==> src/rtl/ltsm_pkg.sv <==
// shared types and constants of the launch timer
`timescale 1ns / 1ps

package ltsm_pkg;

	// run modes
	typedef enum logic [1:0] {
		MODE_READY    = 2'd0,
		MODE_RUNNING  = 2'd1,
		MODE_FINISHED = 2'd2
	} ltsm_mode_t;

	// field widths
	localparam int SPEED_W = 13;
	localparam int ACCEL_W = 15;
	localparam int PEAK_W  = 14;
	localparam int TS_W    = 48;
	localparam int TIME_W  = 32;

	// thresholds in 0.1 km/h, milli-g and microseconds
	localparam logic [SPEED_W-1:0] SPEED_WIN_LO   = 13'd15;
	localparam logic [SPEED_W-1:0] SPEED_WIN_HI   = 13'd150;
	localparam logic [SPEED_W-1:0] SPEED_ACC_MIN  = 13'd8;
	localparam logic [SPEED_W-1:0] SPEED_FALSE    = 13'd20;
	localparam logic [SPEED_W-1:0] SPEED_MARK_60  = 13'd600;
	localparam logic [SPEED_W-1:0] SPEED_MARK_100 = 13'd1000;
	localparam logic [SPEED_W-1:0] TARGET_RESET   = 13'd1000;
	localparam logic signed [ACCEL_W-1:0] ACCEL_LAUNCH = 15'sd250;
	localparam logic [TIME_W-1:0] FALSE_TIMEOUT   = 32'd2500000;

	// tdata widths, whole bytes
	localparam int IN_TDATA_W  = 80;
	localparam int OUT_TDATA_W = 128;

	// one input item
	typedef struct packed {
		logic                      action;
		logic [SPEED_W-1:0]        speed;
		logic signed [ACCEL_W-1:0] accel;
		logic [TS_W-1:0]           timestamp_us;
	} ltsm_item_t;

	// timer state; all of it but start_time also forms a result item
	typedef struct packed {
		ltsm_mode_t          run_mode;
		logic [TS_W-1:0]     start_time;
		logic [TIME_W-1:0]   elapsed_time;
		logic [SPEED_W-1:0]  peak_speed;
		logic [PEAK_W-1:0]   peak_accel;
		logic [TIME_W-1:0]   mark_60;
		logic [TIME_W-1:0]   mark_100;
	} ltsm_state_t;

endpackage

==> src/rtl/ltsm_step.sv <==
// next-state logic of the launch timer for one item
`timescale 1ns / 1ps

module ltsm_step (
	input  ltsm_pkg::ltsm_item_t                cur_item,
	input  ltsm_pkg::ltsm_state_t               cur_state,
	input  logic [ltsm_pkg::SPEED_W-1:0]        target_speed,
	output ltsm_pkg::ltsm_state_t               nxt_state
);

	logic [ltsm_pkg::ACCEL_W-1:0] mag_w;
	logic [ltsm_pkg::PEAK_W-1:0]  mag;
	logic [ltsm_pkg::PEAK_W-1:0]  pos_accel;
	logic [ltsm_pkg::PEAK_W-1:0]  pa;
	logic [ltsm_pkg::TS_W-1:0]    diff;
	logic [ltsm_pkg::TIME_W-1:0]  el;
	logic                         by_speed;
	logic                         by_accel;

	// acceleration magnitude, saturated to the peak width
	always_comb begin
		mag_w = cur_item.accel[ltsm_pkg::ACCEL_W-1] ? (~cur_item.accel + 15'd1)
			: cur_item.accel;
		mag = mag_w[ltsm_pkg::ACCEL_W-1] ? {ltsm_pkg::PEAK_W{1'b1}}
			: mag_w[ltsm_pkg::PEAK_W-1:0];
		pa = (mag > cur_state.peak_accel) ? mag : cur_state.peak_accel;
		pos_accel = (cur_item.accel > 15'sd0) ? cur_item.accel[ltsm_pkg::PEAK_W-1:0]
			: '0;
	end

	// launch detection and elapsed time
	always_comb begin
		by_speed = (cur_item.speed >= ltsm_pkg::SPEED_WIN_LO)
			&& (cur_item.speed < ltsm_pkg::SPEED_WIN_HI);
		by_accel = (cur_item.accel > ltsm_pkg::ACCEL_LAUNCH)
			&& (cur_item.speed >= ltsm_pkg::SPEED_ACC_MIN);
		diff = cur_item.timestamp_us - cur_state.start_time;
		el = (diff[ltsm_pkg::TS_W-1:ltsm_pkg::TIME_W] != '0) ? {ltsm_pkg::TIME_W{1'b1}}
			: diff[ltsm_pkg::TIME_W-1:0];
	end

	// state update
	always_comb begin
		nxt_state = cur_state;
		if (cur_item.action) begin
			nxt_state.run_mode     = ltsm_pkg::MODE_READY;
			nxt_state.elapsed_time = '0;
			nxt_state.peak_speed   = '0;
			nxt_state.peak_accel   = '0;
		end else begin
			nxt_state.peak_accel = pa;
			case (cur_state.run_mode)
				ltsm_pkg::MODE_READY: begin
					if (by_speed || by_accel) begin
						nxt_state.run_mode     = ltsm_pkg::MODE_RUNNING;
						nxt_state.start_time   = cur_item.timestamp_us;
						nxt_state.elapsed_time = '0;
						nxt_state.peak_speed   = cur_item.speed;
						nxt_state.mark_60      = '0;
						nxt_state.mark_100     = '0;
						nxt_state.peak_accel   = pos_accel;
					end
				end
				ltsm_pkg::MODE_RUNNING: begin
					if ((el > ltsm_pkg::FALSE_TIMEOUT)
						&& (cur_item.speed < ltsm_pkg::SPEED_FALSE)) begin
						// false launch
						nxt_state.run_mode     = ltsm_pkg::MODE_READY;
						nxt_state.elapsed_time = '0;
						nxt_state.peak_speed   = '0;
					end else begin
						nxt_state.elapsed_time = el;
						if (cur_item.speed > cur_state.peak_speed) begin
							nxt_state.peak_speed = cur_item.speed;
						end
						if ((cur_item.speed >= ltsm_pkg::SPEED_MARK_60)
							&& (cur_state.mark_60 == '0)) begin
							nxt_state.mark_60 = el;
						end
						if ((cur_item.speed >= ltsm_pkg::SPEED_MARK_100)
							&& (cur_state.mark_100 == '0)) begin
							nxt_state.mark_100 = el;
						end
						if (cur_item.speed >= target_speed) begin
							nxt_state.run_mode = ltsm_pkg::MODE_FINISHED;
						end
					end
				end
				default: begin
					// finished: only the acceleration peak moves
				end
			endcase
		end
	end

endmodule

==> src/rtl/launch_timer_speed_milestones_core.sv <==
// top level of the launch timer with speed milestones
`timescale 1ns / 1ps

// Launch timer: times a vehicle run from launch and reports milestones.
// Input channel s_axis: one item per sample or reset press; tuser is the
// action bit (1 = reset press), tdata carries speed, accel and timestamp.
// Output channel m_axis: one result item per input item with the mode,
// elapsed time, peak speed, peak acceleration and the 60 / 100 km/h times.
// Configuration: cfg_we writes cfg_wdata into the target speed register;
// write it only while no item is in flight.
// Flow: an item taken into the input register passes through the next-state
// logic into the result register, where its result is valid on m_axis; it
// moves on only while the result register is free or being taken.
// Throughput: one item per cycle while the result register is free or taken;
// the state update, a subtract, a negate and compares, sits between the registers.
// Reset: arst_n clears the mode to ready, all run figures to zero and the
// target speed to 100 km/h; no result is pending after reset.
// Stall: while m_axis_tready is low the result holds; at most one more item is
// taken into the input register, then s_axis_tready drops until the
// result is taken.
module launch_timer_speed_milestones_core (
	input  logic                                 clk,
	input  logic                                 arst_n,
	input  logic                                 s_axis_tvalid,
	output logic                                 s_axis_tready,
	// speed[12:0], accel[27:13], timestamp_us[75:28], zero fill
	input  logic [ltsm_pkg::IN_TDATA_W-1:0]      s_axis_tdata,
	// action[0]
	input  logic                                 s_axis_tuser,
	output logic                                 m_axis_tvalid,
	input  logic                                 m_axis_tready,
	// mode_out[1:0], elapsed_us[33:2], max_speed_out[46:34],
	// peak_accel_out[60:47], time_to_60[92:61], time_to_100[124:93], zero fill
	output logic [ltsm_pkg::OUT_TDATA_W-1:0]     m_axis_tdata,
	input  logic                                 cfg_we,
	input  logic [ltsm_pkg::SPEED_W-1:0]         cfg_wdata
);

	logic                           valid_s1;
	ltsm_pkg::ltsm_item_t           item_s1;
	ltsm_pkg::ltsm_state_t          state_q;
	ltsm_pkg::ltsm_state_t          nxt_state;
	logic [ltsm_pkg::SPEED_W-1:0]   target_q;
	logic                           out_valid_q;
	logic [ltsm_pkg::OUT_TDATA_W-1:0] out_data_q;
	logic                           adv;

	// pipeline moves when the result register is free or being taken
	assign adv           = !out_valid_q || m_axis_tready;
	assign s_axis_tready = !valid_s1 || adv;
	assign m_axis_tvalid = out_valid_q;
	assign m_axis_tdata  = out_data_q;

	// target speed register
	always_ff @(posedge clk or negedge arst_n) begin
		if (!arst_n) begin
			target_q <= ltsm_pkg::TARGET_RESET;
		end else if (cfg_we) begin
			target_q <= cfg_wdata;
		end
	end

	// input register control
	always_ff @(posedge clk or negedge arst_n) begin
		if (!arst_n) begin
			valid_s1 <= 1'b0;
		end else if (s_axis_tready) begin
			valid_s1 <= s_axis_tvalid;
		end
	end

	// input register payload
	always_ff @(posedge clk) begin
		if (s_axis_tready && s_axis_tvalid) begin
			item_s1.action       <= s_axis_tuser;
			item_s1.speed        <= s_axis_tdata[12:0];
			item_s1.accel        <= s_axis_tdata[27:13];
			item_s1.timestamp_us <= s_axis_tdata[75:28];
		end
	end

	// next-state logic
	ltsm_step u_step (
		.cur_item     (item_s1),
		.cur_state    (state_q),
		.target_speed (target_q),
		.nxt_state    (nxt_state)
	);

	// timer state
	always_ff @(posedge clk or negedge arst_n) begin
		if (!arst_n) begin
			state_q <= '{run_mode: ltsm_pkg::MODE_READY, default: '0};
		end else if (adv && valid_s1) begin
			state_q <= nxt_state;
		end
	end

	// result register control
	always_ff @(posedge clk or negedge arst_n) begin
		if (!arst_n) begin
			out_valid_q <= 1'b0;
		end else if (adv) begin
			out_valid_q <= valid_s1;
		end
	end

	// result register payload
	always_ff @(posedge clk) begin
		if (adv && valid_s1) begin
			out_data_q <= {3'b000, nxt_state.mark_100, nxt_state.mark_60,
				nxt_state.peak_accel, nxt_state.peak_speed,
				nxt_state.elapsed_time, nxt_state.run_mode};
		end
	end

endmodule

==> config.mk <==
export PLATFORM = sky130hd
export DESIGN_NAME = launch_timer_speed_milestones_core
export DESIGN_NICKNAME = d
export VERILOG_FILES = /design/src/rtl/ltsm_pkg.sv /design/src/rtl/ltsm_step.sv /design/src/rtl/launch_timer_speed_milestones_core.sv
export SDC_FILE = /design/constraint.sdc
export NUM_CORES = 1
export LEC_CHECK = 0
export BUFFER_PORTS_ARGS = -buffer_cell sky130_fd_sc_hd__buf_4
export CAP_MARGIN = 5
export CORE_UTILIZATION = 59
export CTS_CLUSTER_SIZE = 25
export DETAILED_ROUTE_END_ITERATION = 7
export PLACE_DENSITY = 0.76
export SETUP_SLACK_MARGIN = 0.3
export SLEW_MARGIN = 20
export SYNTH_ARGS = -nofsm -noshare
export SYNTH_HDL_FRONTEND = slang
export SYNTH_SLANG_ARGS = --single-unit
==> constraint.sdc <==
create_clock -name clk -period 5.9 [get_ports clk]
set_clock_uncertainty 0.1 [all_clocks]
set_input_delay 0.295 -clock clk [delete_from_list [all_inputs] [get_ports clk]]
set_output_delay 0.295 -clock clk [all_outputs]
set_load 0.02 [all_outputs]
==> metrics.md, run 1 <==
| Metric | Value |
|---|---|
| Syn Area/Cell | around 10 µm² |
| N_diodes | 0 |
| Status | completed |
| Flops & latches, synth | 390 |
| Peak Freq | 0.193 GHz |
| First-pass GRT wire length | 87.4 mm |
| Worst rel slew slack | 32.4% |
| CTS Buf Count | 40 |
| Drt total wl | 55.0 mm |
| CP Data Arrival Time | ~5.6 ns |
| CP peak stage delay | 0.62 ns |
| Setup WS pre-CTS | 0.821 ns |
| Pwr/cell area | 457 nW/µm² |
| Critical Path Sink | state_q[88]$_DFFE_PN0P_ |
| Layout cells sized above 1 | between 10% and 20% |
| Area of the core | approximately 33000 µm² |
| # DRC | 0 |
| Clock slew at the register clock pins of the worst setup and hold paths | 0.06 ns |
| GRT Total Usage | a little under a third |
| Critical path's top delay family | compound AO/OA/AOI/OAI gates |
| Area grow syn2layout | 21.6% |
| Critical path, cell by cell | ha_1 -> fa_1 -> nand2b_1 -> a21oi_2 -> o211ai_1 -> a31oi_2 -> a21oi_1 -> o211a_1 -> nor4_1 -> nand4_1 -> or3b_4 -> o311a_1 -> nor2b_1 -> a22o_1 |
| Die Y | between 150 and 200 µm |
| H-tree levels | 2 |
| Cells after Synth | around 2000 |
| Reg-to-reg setup timing slack | 0.72 ns |
| Fill count | roughly 2400 |
| Worst min-delay path class | in -> reg |
| Worst Reg-to-Reg Cells | 14 |
| Max-Cap Viols | 0 |
| CTS tree | yes |
| Total gr overflow | 0 |
| Worst setup EP type | register |
| Critical setup path kind | reg -> reg |
| FFs w/ async S/R, synth | 48.2% |
| Netlist cell types | 85 |
| Worst slew pin tran | around 1.0 ns |
| Min Clock Period, post-route | 5.18 ns |
| Pins over their slew limit | 0 |
| Yosys synthesis warning count | 0 |
| Die Wd | 186 µm |
| Vias in the first global route | between 15000 and 20000 |
| Critical path startpoint category | register |
| Ports | between 200 and 250 |
| Area of the multi-input gates | 8450 µm² |
| Period utilization | between 80% and 90% |
| CTS sink count | between 300 and 400 |
| Prevailing post-synth register cell | edfxtp_1 |
| Capture point of the worst reg-to-reg path | state_q[88]$_DFFE_PN0P_ |
| Final setup TNS | 0 ns |
| Critical Path Start | state_q[123]$_DFFE_PN0P_ |
| Number of synthesized flops with an enable pin | 202 |
| Seq/Total Area, Yosys | 53.7% |
| Routed wire per std cell | 19.6 µm |
| Maximum VDD drop | 345 µV |
| Final hold viol count | 0 |
| DIE AREA | between 30000 and 40000 µm² |
| RSZ-0062 raised after global routing | false |
| Root Buffer Master | clkbuf_16 |
| Worst skew pair latency | 0.56 ns |
| DP Wirelength | 37.4 mm |
| Final WS setup | 0.716 ns |
| Netlist area before placement | 20100 µm² |
| Via count | 16900 |
| Nets | between 2000 and 3000 |
| RR Startpoint | state_q[123]$_DFFE_PN0P_ |
| DR vias/cell | 6.02 |
| Register area | 10800 µm² |
| Worst EP required | between 6 and 7 ns |
| Largest net degree at the start of global routing | 109 |
| Critical-path maximum fanout | 32 |
| FP Rows | between 60 and 70 |
| Starting Density | between 50% and 60% |
| Routability cong. | a little under 0.9 |
| Pre-antenna DRT Iters | 6 |
| P_leak | 10.2 nW |
| Antenna violations before repair | 0 |
| WP buf/inv | 0 |
| Setup violations, final | 0 |
| Critical path depth | 14 |
| Clk buf depth | 3 |
| DR iter-0 viols | 1864 |
| PortBufs | 221 |
| Critical-path top delay cell | or3b_4 |
| Antenna Nets Post-Route | 0 |
==> final cells by class <==
type                       instances  area share, %
sequential                       390           44.2
tap                              448           2.30
timing repair buffer             342           11.7
clock inverter                    22           1.14
clock buffer                      52           4.33
inverter                         107           1.67
multi-input combinational       1442           34.6
==> kinds of logic (layout without fill, tap and decap cells) <==
family,count (synthesis),in the layout,share of synthesized area [%]
simple gates,675,675,15.3
compound gates,623,623,18.6
flops,390,390,53.7
buf+inv,209,523,4.32
fa+ha+maj,90,90,5.65
xor+xnor,36,36,1.57
mux,15,15,0.780
other cells,1,3,0.0187
==> layer usage <==
| layer | routed length [µm] | track usage (%) | vias to the layer above |
|---|---|---|---|
| met5 | 0 | 0 | - |
| met4 | 1670 | 10.8 | 0 |
| met3 | 3990 | 4.76 | 110 |
| met2 | 24900 | 48.4 | 703 |
| met1 | 24400 | 46.4 | 8183 |
| li1 | - | - | 7877 |
==> state kept, by name (all words and copies together), names as in the netlist <==
| register | count |
|---|---|
| m_axis_tvalid | 1 |
| state_q | 173 |
| target_q | 13 |
| item_s1 | 77 |
| m_axis_tdata | 125 |
| valid_s1 | 1 |
==> placed cells by master, fill, tap and decap left out, types with 6 or more instances in the layout <==
cell,synthesis,layout
a211oi_1,10,10
a21o_1,14,14
a21oi_1,99,99
a21oi_2,7,7
a22o_1,16,16
a31oi_1,9,9
and2_1,8,7
buf_4,5,235
clkbuf_1,61,11
clkbuf_16,0,40
clkinv_2,0,8
dfrtp_1,182,182
dfstp_2,6,6
dlygate4sd3_1,0,104
edfxtp_1,202,202
ha_1,89,89
inv_1,106,105
mux2i_1,10,10
nand2_1,367,367
nand2b_1,11,11
nand3_1,24,23
nand4_1,40,40
nor2_1,104,103
nor2_2,7,8
nor2b_1,16,16
nor3_1,27,25
nor3b_1,6,6
nor4_1,26,26
o211ai_1,15,15
o21a_1,22,22
o21ai_0,272,272
o21ai_1,76,75
o21bai_1,6,6
o31ai_1,9,8
or2_2,7,7
or3_1,6,6
xnor2_1,22,22
xor2_1,14,14
==> worst min-delay path by stage <==
stage                       from                         to  slack, ns  depth (start not counted)
final                     cfg_we    target_q[2]$_DFFE_PN0P_       0.03                          3
after global placement    arst_n   target_q[10]$_DFFE_PN0P_       0.32                          1
after floorplan           arst_n  m_axis_tvalid$_DFFE_PN0P_      -0.10                          0
after global routing      cfg_we    target_q[8]$_DFFE_PN1P_       0.06                          2
after detailed placement  arst_n    target_q[4]$_DFFE_PN0P_       0.33                          1
after CTS                 cfg_we   target_q[12]$_DFFE_PN0P_     0.0008                          2
==> power by group <==
| part | switching (mW) | internal (mW) | total (mW) |
|---|---|---|---|
| clock network | 1.08 | 1.50 | 2.58 |
| registers | 0.349 | 3.60 | 3.95 |
| logic | 2.93 | 1.67 | 4.61 |
| total | 4.36 | 6.77 | 11.1 |
==> synthesized netlist by cell type, drive strengths merged (4+ instances only) <==
cell type	instances	area share [%]
nor2	111	2.2
a31oi	10	0.34
or2	9	0.28
or4	5	0.19
edfxtp	202	30
nor3	28	0.75
and3	4	0.12
o211ai	15	0.56
a21boi	6	0.24
a22o	16	0.70
dfrtp	182	23
nor3b	6	0.22
a211oi	10	0.37
inv	106	2.0
o31ai	9	0.34
ha	89	5.6
o21ai	348	8.7
a21o	14	0.52
or3	6	0.19
and2	8	0.25
xnor2	22	0.96
nand3	24	0.60
clkbuf	61	1.1
nor4	27	0.87
nand2b	11	0.34
a221oi	8	0.53
o21bai	6	0.22
o211a	5	0.25
mux2i	10	0.50
a221o	5	0.25
nor4b	5	0.29
o2111ai	4	0.17
xor2	14	0.61
a21oi	107	2.9
nor2b	16	0.50
nand4	41	1.3
buf	41	1.2
dfstp	6	0.79
o21a	22	0.82
nand2	367	6.9
mux2	5	0.28
==> what timing repair did <==
item,in CTS,in global routing
setup buffers,0,0
resized for setup,0,0
hold buffers,104,0
hold endpoints to repair,166,0
==> worst min-delay path, stage by stage <==
cell and delay (ns):
buf_4 0.19, nand2_1 0.07, o21ai_0 0.07
==> through the flow <==
step	cells	utilization, %	total power, mW	area [µm²]	hold WS [ns]
floorplan	2041	-	7.07	20100	-0.101
global placement	2624	65.7	8.31	22000	0.324
detailed placement	2624	65.7	8.40	22000	0.326
CTS	2802	72.8	11.0	24400	0.000770
global route	2803	72.9	11.8	24400	0.0593
finish	2803	72.9	11.1	24400	0.0290
No activity file was read; power rests on OpenSTA's default activity.
==> run 2: changes to the inputs <==
--- a/config.mk
+++ b/config.mk
@@ -5,11 +5,11 @@
 export SDC_FILE = /design/constraint.sdc
 export NUM_CORES = 1
 export LEC_CHECK = 0
-export BUFFER_PORTS_ARGS = -buffer_cell sky130_fd_sc_hd__buf_4
 export CAP_MARGIN = 5
-export CORE_UTILIZATION = 59
+export CORE_UTILIZATION = 64
 export CTS_CLUSTER_SIZE = 25
 export DETAILED_ROUTE_END_ITERATION = 7
+export DONT_BUFFER_PORTS = 1
 export PLACE_DENSITY = 0.76
 export SETUP_SLACK_MARGIN = 0.3
 export SLEW_MARGIN = 20
==> run 2 against run 1 <==
Net effect:
- die area decreased by 7.7%
- cell area decreased by 7.8%
- final cell count decreased by 10%
- non-clock buffer count decreased by 232
- combinational power decreased by 11%
- hold slack improved by 0.031 ns
- sequential share of layout area increased by 3.8 points
- routed wire length decreased by 2.5%
- critical path depth unchanged
==> metrics.md, run 2 (synthesized netlist as in run 1, its figures left out) <==
| Metric | Value |
|---|---|
| Status | completed |
| Total gr overflow | 0 (unchanged) |
| Largest register FFs | 173 (unchanged) |
| Via count | 16100 (-4.8%) |
| Die Y | 179 µm (-3.9%) |
| DR vias/cell | 6.37 (+5.8%) |
| PortBufs | 0 (-100%) |
| Setup violations, final | 0 (unchanged) |
| DR iter-0 viols | 1952 (+4.7%) |
| First-pass GRT wire length | 83.6 mm (-4.4%) |
| Post-CTS setup buffer count | 0 (unchanged) |
| GRT Total Usage | 33.7% (+2.1 points) |
| CP Data Arrival Time | 5.45 ns (-0.11 ns) |
| Final hold viol count | 0 (unchanged) |
| H-tree levels | 2 (unchanged) |
| Routed wire per std cell | 21.3 µm (+8.5%) |
| Drt total wl | 53.6 mm (-2.5%) |
| P_leak | 8.99 nW (-12%) |
| Min Clock Period, post-route | 5.14 ns (-0.0467 ns) |
| Pins over their slew limit | 0 (unchanged) |
| Area of the core | 30700 µm² (-8.3%) |
| Max-Cap Viols | 0 (unchanged) |
| Clk buf depth | 3 (unchanged) |
| Worst setup EP type | register |
| Antenna violations before repair | 3 (+3) |
| Peak Freq | 0.195 GHz (+0.91%) |
| Pre-antenna DRT Iters | 6 (unchanged) |
| Die Wd | 179 µm (-3.9%) |
| Maximum VDD drop | 361 µV (+4.9%) |
| Global routing's busiest layer | met2 |
| # placed instances | 2349 (-10%) |
| # DRC | 0 (unchanged) |
| GRT met3 Usage | 6.53% (+1.8 points) |
| Ports | 229 (unchanged) |
| Fill count | 2122 (-10%) |
| Finished Core Util | 73.3% (+0.38 points) |
| Nets | 2280 (-9.2%) |
| Critical setup path kind | reg -> reg |
| Period utilization | 87.1% (-0.79 points) |
| Commonest cells after routing, fill and taps aside | 367 x nand2_1, 272 x o21ai_0, 202 x edfxtp_1 |
| Critical-path maximum fanout | 32 (unchanged) |
| Starting Density | 65.4% (+5.4 points) |
| Worst min-delay path class | in -> reg |
| Final non-filler cell total | 2520 (-10%) |
| Critical path startpoint category | register |
| Pwr/cell area | 476 nW/µm² (+4.2%) |
| Area grow syn2layout | 12.1% |
| CTS tree | yes |
| RSZ-0062 raised after global routing | false |
| Clock slew at the register clock pins of the worst setup and hold paths | 0.07 ns (about the same) |
| Root Buffer Master | clkbuf_16 |
| CTS Buf Count | 40 (unchanged) |
| M2 GR Usage | 52.6% (+4.2 points) |
| CTS sink count | 390 (unchanged) |
| Worst slew pin tran | 1.05 ns (+0.0409 ns) |
| Largest register by flop count | state_q |
| DP Wirelength | 36.0 mm (-3.8%) |
| Vias in the first global route | 15400 (-5.4%) |
| Layout cells sized above 1 | 6.27% (-9.0 points) |
| Final setup TNS | 0 ns (unchanged) |
| Worst rel slew slack | 29.6% (-2.8 points) |
| Worst EP required | 6.21 ns (-0.07 ns) |
| FP Rows | 64 (-4.5%) |
| Antenna Nets Post-Route | 0 (unchanged) |
| Routability cong. | 0.926 (+3.8%) |
| Worst skew pair latency | 0.56 ns (about the same) |
| M1 GR Usage | 47.4% (+0.95 points) |
| Largest net degree at the start of global routing | 189 (+73%) |
| DIE AREA | 32000 µm² (-7.7%) |
| Commonest non-fill, non-tap cell in the layout | nand2_1 |
-- run 2: cell count changes in the layout (fill, tap and decap cells not counted), moves of 2 or more --
cell           delta
buf_4           -221
dlygate4sd3_1    -10
clkinv_1          +7
bufinv_16         -5
buf_12            -2
buf_16            +2
clkinv_2          -2
clkinv_8          -2
diode_2           +2
-- run 2: per-layer routing --
layer	up-vias	share of wire, %
met4	0	2.8
met1	7729	42
met5	-	0
li1	7416	-
met2	796	46
met3	114	9.0
-- run 2: area by class of cell --
class | count | area (µm²) | share of cell area (%)
multi-input cells | 1442 | 8460 | 37.7
diodes | 2 | 5.00 | 0.0223
flip-flops and latches | 390 | 10800 | 48.0
well taps | 396 | 495 | 2.20
clock buffers | 53 | 1090 | 4.86
clock inverters | 20 | 134 | 0.596
inverters | 107 | 407 | 1.81
repair buffers | 110 | 1100 | 4.90
-- run 2: final timing paths --
kind                                                from  slack, ns                    endpoint  cells after the start
worst min-delay path                       m_axis_tready       0.06        valid_s1$_DFFE_PN0N_                      2
worst min register to register   state_q[77]$_DFFE_PN0P_       0.38     state_q[77]$_DFFE_PN0P_                      2
worst max-delay path            state_q[123]$_DFFE_PN0P_       0.76  m_axis_tdata[36]$_DFFE_PP_                     14
min in group asynchronous                         arst_n       0.21        valid_s1$_DFFE_PN0N_                      2
worst max register to register  state_q[123]$_DFFE_PN0P_       0.76  m_axis_tdata[36]$_DFFE_PP_                     14
max in group asynchronous                         arst_n       4.46    state_q[111]$_DFFE_PN0P_                      3
-- run 2: where the power goes --
part           leakage [nW]  internal [mW]  total, mW  switching [mW]
logic                  3.99           1.45       4.11            2.67
clock network         0.592           1.31       2.39            1.07
registers              4.41           3.61       4.19           0.574
-- run 2: through the flow --
step / hold WS [ns] / setup slack, ns / power [mW] / cell area, µm²
final: 0.0596 / 0.763 / 10.7 / 22500
after detailed placement: -0.0975 / 0.721 / 8.13 / 20200
after global placement: -0.0952 / 0.807 / 8.00 / 20200
after global routing: 0.0740 / 0.415 / 11.3 / 22500
after CTS: 0.000268 / 0.681 / 10.6 / 22400
after floorplan: -0.101 / 0.610 / 7.07 / 20100
-- run 2: repair_timing --
action | CTS | global route
hold buffers | 95 | 0
resized for setup | 0 | 2
endpoints found under the hold margin | 280 | 0
setup endpoints to repair | 0 | 3
-- run 2: critical path, cell delays in order (launching register included) --
cell and delay, ns:
dfrtp_1 0.39, ha_1 0.23, fa_1 0.41, nand2b_1 0.19, a21oi_2 0.30, o211ai_1 0.28
a31oi_2 0.37, a21oi_1 0.19, o211a_1 0.26, nor4_1 0.37, nand4_1 0.24, or3b_4 0.61
o311a_1 0.47, nor3_4 0.32, a22o_1 0.24
==> run 3: changes to the inputs <==
--- a/config.mk
+++ b/config.mk
@@ -6,13 +6,16 @@
 export NUM_CORES = 1
 export LEC_CHECK = 0
 export CAP_MARGIN = 5
-export CORE_UTILIZATION = 64
+export CORE_ASPECT_RATIO = 1.75
+export CORE_UTILIZATION = 65
 export CTS_CLUSTER_SIZE = 25
 export DETAILED_ROUTE_END_ITERATION = 7
 export DONT_BUFFER_PORTS = 1
-export PLACE_DENSITY = 0.76
+export PLACE_DENSITY = 0.77
 export SETUP_SLACK_MARGIN = 0.3
+export SKIP_CTS_REPAIR_TIMING = 1
 export SLEW_MARGIN = 20
 export SYNTH_ARGS = -nofsm -noshare
 export SYNTH_HDL_FRONTEND = slang
+export SYNTH_HIERARCHICAL = 1
 export SYNTH_SLANG_ARGS = --single-unit
==> run 3 against run 2 <==
Net effect:
- routed wire length up 9.8%
- critical path depth up 2
- clock power up 7%
- cell area up 9.9%
- non-clock buffer count up 32
==> metrics.md, run 3 <==
| Metric | Value |
|---|---|
| Worst slew pin tran | 1.13 ns (+0.0763 ns) |
| Critical path's top delay family | compound AO/OA/AOI/OAI gates |
| Ports | 229 (unchanged) |
| Clock slew at the register clock pins of the worst setup and hold paths | 0.07 ns (about the same) |
| Pre-antenna DRT Iters | 6 (unchanged) |
| Antenna Nets Post-Route | 0 (unchanged) |
| Final hold viol count | 0 (unchanged) |
| Critical path startpoint category | register |
| Period utilization | 93.5% (+6.5 points) |
| Routability cong. | 0.970 (+4.7%) |
| Seq/Total Area, Yosys | 48.8% (-5.0 points) |
| Yosys synthesis warning count | 6 (+6) |
| Status | completed |
| Hold path depth | 2 (unchanged) |
| Commonest cells after routing, fill and taps aside | 237 x nand2_1, 202 x edfxtp_1, 182 x dfrtp_1 |
| CP Data Arrival Time | 5.86 ns (+0.41 ns) |
| DR iter-0 viols | 1325 (-32%) |
| Largest register FFs | 173 (unchanged) |
| Area share of the leading cell type in the synthesized netlist | 27.5% (-2.8 points) |
| Routed wire per std cell | 23.0 µm (+8.0%) |
| Via count | 16400 (+1.9%) |
| Min Clock Period, post-route | 5.52 ns (+0.382 ns) |
| H-tree levels | 2 (unchanged) |
| Nets | 2266 (-0.61%) |
| Post-synth top area cell | edfxtp_1 |
| CP peak stage delay | 0.70 ns (+0.09 ns) |
| Cells after Synth | 1998 (-2.0%) |
| PortBufs | 0 (unchanged) |
| Area of the multi-input gates | 10300 µm² (+22%) |
| Reg-to-reg setup timing slack | 0.38 ns (-0.38 ns) |
| Setup violations, final | 0 (unchanged) |
| Clk buf depth | 3 (unchanged) |
| Worst EP required | 6.24 ns (+0.03 ns) |
| Register area | 10800 µm² (unchanged) |
| DR vias/cell | 6.39 (+0.22%) |
| Drt total wl | 58.9 mm (+9.8%) |
| Critical-path top delay cell | a211oi_1 |
| Number of synthesized flops with an enable pin | 202 (unchanged) |
| Commonest non-fill, non-tap cell in the layout | nand2_1 |
| CTS tree | yes |
| Largest net degree at the start of global routing | 189 (unchanged) |
| Total gr overflow | 0 (unchanged) |
| Area grow syn2layout | 11.8% |
| Prevailing post-synth register cell | edfxtp_1 |
| Root Buffer Master | clkbuf_16 |
| Max-Cap Viols | 0 (unchanged) |
| # DRC | 0 (unchanged) |
| Most numerous cell in the Yosys netlist | nand2_1 |
| Die Wd | 141 µm (-21%) |
| Largest register by flop count | state_q |
| Worst Hold End | valid_s1$_DFFE_PN0P_ |
| Layout cells sized above 1 | 17.4% (+11 points) |
| CTS Buf Count | 37 (-7.5%) |
| Netlist area before placement | 22100 µm² (+10%) |
| Fill count | 2340 (+10%) |
| Antenna violations before repair | 1 (-2) |
| RSZ-0062 raised after global routing | false |
| Hold Slack | 0.0899 ns (+0.0303 ns) |
| Worst Reg-to-Reg Cells | 16 (+2) |
| Netlist cell types | 84 (-1.2%) |
| DP Wirelength | 40.4 mm (+12%) |
| GRT Total Usage | 32.4% (-1.3 points) |
| Maximum VDD drop | 394 µV (+9.0%) |
| Syn Area/Cell | 11.1 µm² (+12%) |
| Commonest cells in the synthesized netlist | 237 x nand2_1, 202 x edfxtp_1, 182 x dfrtp_1 |
| Worst hold start | m_axis_tready |
| P_leak | 10.2 nW (+13%) |
| Worst rel slew slack | 24.8% (-4.8 points) |
| First-pass GRT wire length | 85.9 mm (+2.8%) |
| Area of the core | 33600 µm² (+9.7%) |
| Worst setup EP type | register |
| Vias in the first global route | 15600 (+1.7%) |
| RR Startpoint | item_s1[0]$_DFFE_PP_ |
| Synth top area cells | edfxtp_1 27%, dfrtp_1 21%, mux2_4 11% |
| Critical setup path kind | reg -> reg |
| Worst skew pair latency | 0.56 ns (about the same) |
| Die Y | 246 µm (+37%) |
| CTS sink count | 390 (unchanged) |
| Worst min-delay path class | in -> reg |
| DIE AREA | 34800 µm² (+8.5%) |
| WP buf/inv | 2 (+2) |
| Pwr Total | 11.5 mW (+8.0%) |
| Critical path, cell by cell | inv_1 -> ha_1 -> fa_1 -> nand2b_1 -> a211oi_2 -> o21bai_1 -> a211oi_1 -> o311ai_0 -> and4_1 -> nor3_1 -> nand4b_1 -> or3_1 -> buf_4 -> nor2b_1 -> o21ai_0 -> mux2_4 |
| Critical-path maximum fanout | 32 (unchanged) |
| Pwr/cell area | 467 nW/µm² (-1.8%) |
| Flops & latches, synth | 390 (unchanged) |
| Starting Density | 65.7% (+0.30 points) |
| Final setup TNS | 0 ns (unchanged) |
| Pins over their slew limit | 0 (unchanged) |
| FFs w/ async S/R, synth | 48.2% (unchanged) |
| FP Rows | 89 (+39%) |
| Peak Freq | 0.181 GHz (-6.9%) |
| Capture point of the worst reg-to-reg path | state_q[12]$_DFFE_PN0P_ |
-- run 3: cell types whose count changed after synthesis, moves of 20 or more --
cell	previous run	this run
mux2_2	5	49
o21ai_0	272	172
o21ai_1	76	13
o31ai_1	9	29
mux2_4	0	159
nand2_1	367	237
a21oi_1	99	141
-- run 3: cell families after synthesis --
family	count (synthesis)	synth area share, %
other cells	1	0.0170
buf+inv	208	4.95
flops	390	48.8
fa+ha+maj	90	5.13
xor+xnor	30	1.19
mux	216	13.7
simple gates	553	12.0
compound gates	510	14.3
-- run 3: worst max-delay path by stage --
stage                               start                 endpoint  slack [ns]  depth (start not counted)
floorplan           item_s1[49]$_DFFE_PP_  state_q[77]$_DFFE_PN0P_        0.65                         24
global placement    item_s1[49]$_DFFE_PP_  state_q[73]$_DFFE_PN0P_        0.41                         23
detailed placement  item_s1[49]$_DFFE_PP_  state_q[73]$_DFFE_PN0P_        0.37                         23
CTS                 item_s1[49]$_DFFE_PP_  state_q[73]$_DFFE_PN0P_        0.35                         23
global route         item_s1[0]$_DFFE_PP_  state_q[99]$_DFFE_PN0P_        0.27                         16
finish               item_s1[0]$_DFFE_PP_  state_q[12]$_DFFE_PN0P_        0.38                         16
-- run 3: stage by stage --
stage	instance area [µm²]	utilization [%]	cells	setup slack, ns
6_report	24700	73.5	2563	0.381
5_1_grt	24700	73.5	2562	0.271
4_1_cts	23600	70.0	2450	0.350
3_5_place_dp	22300	66.2	2382	0.366
3_3_place_gp	22300	66.2	2382	0.411
2_1_floorplan	22100	-	2000	0.649
-- run 3: power breakdown --
part           total [mW]  internal (mW)  leakage [nW]  switching [mW]
clock network        2.56           1.45         0.624            1.11
registers            4.29           3.60          4.43           0.695
logic                4.69           1.91          5.11            2.78
-- run 3: metal layers --
metal / GRT usage [%] / share of wire, %
met1: 36.7 / 37
met2: 59.0 / 52
met3: 4.05 / 5.2
met4: 17.0 / 5.7
met5: 0 / 0
-- run 3: final cells by class --
type                       instances  area share, %
sequential                       390           43.6
tap                              455           2.30
inverter                         104           1.58
antenna                            2         0.0203
multi-input combinational       1402           41.7
clock inverter                    24           1.29
timing repair buffer             142           5.55
clock buffer                      44           3.98
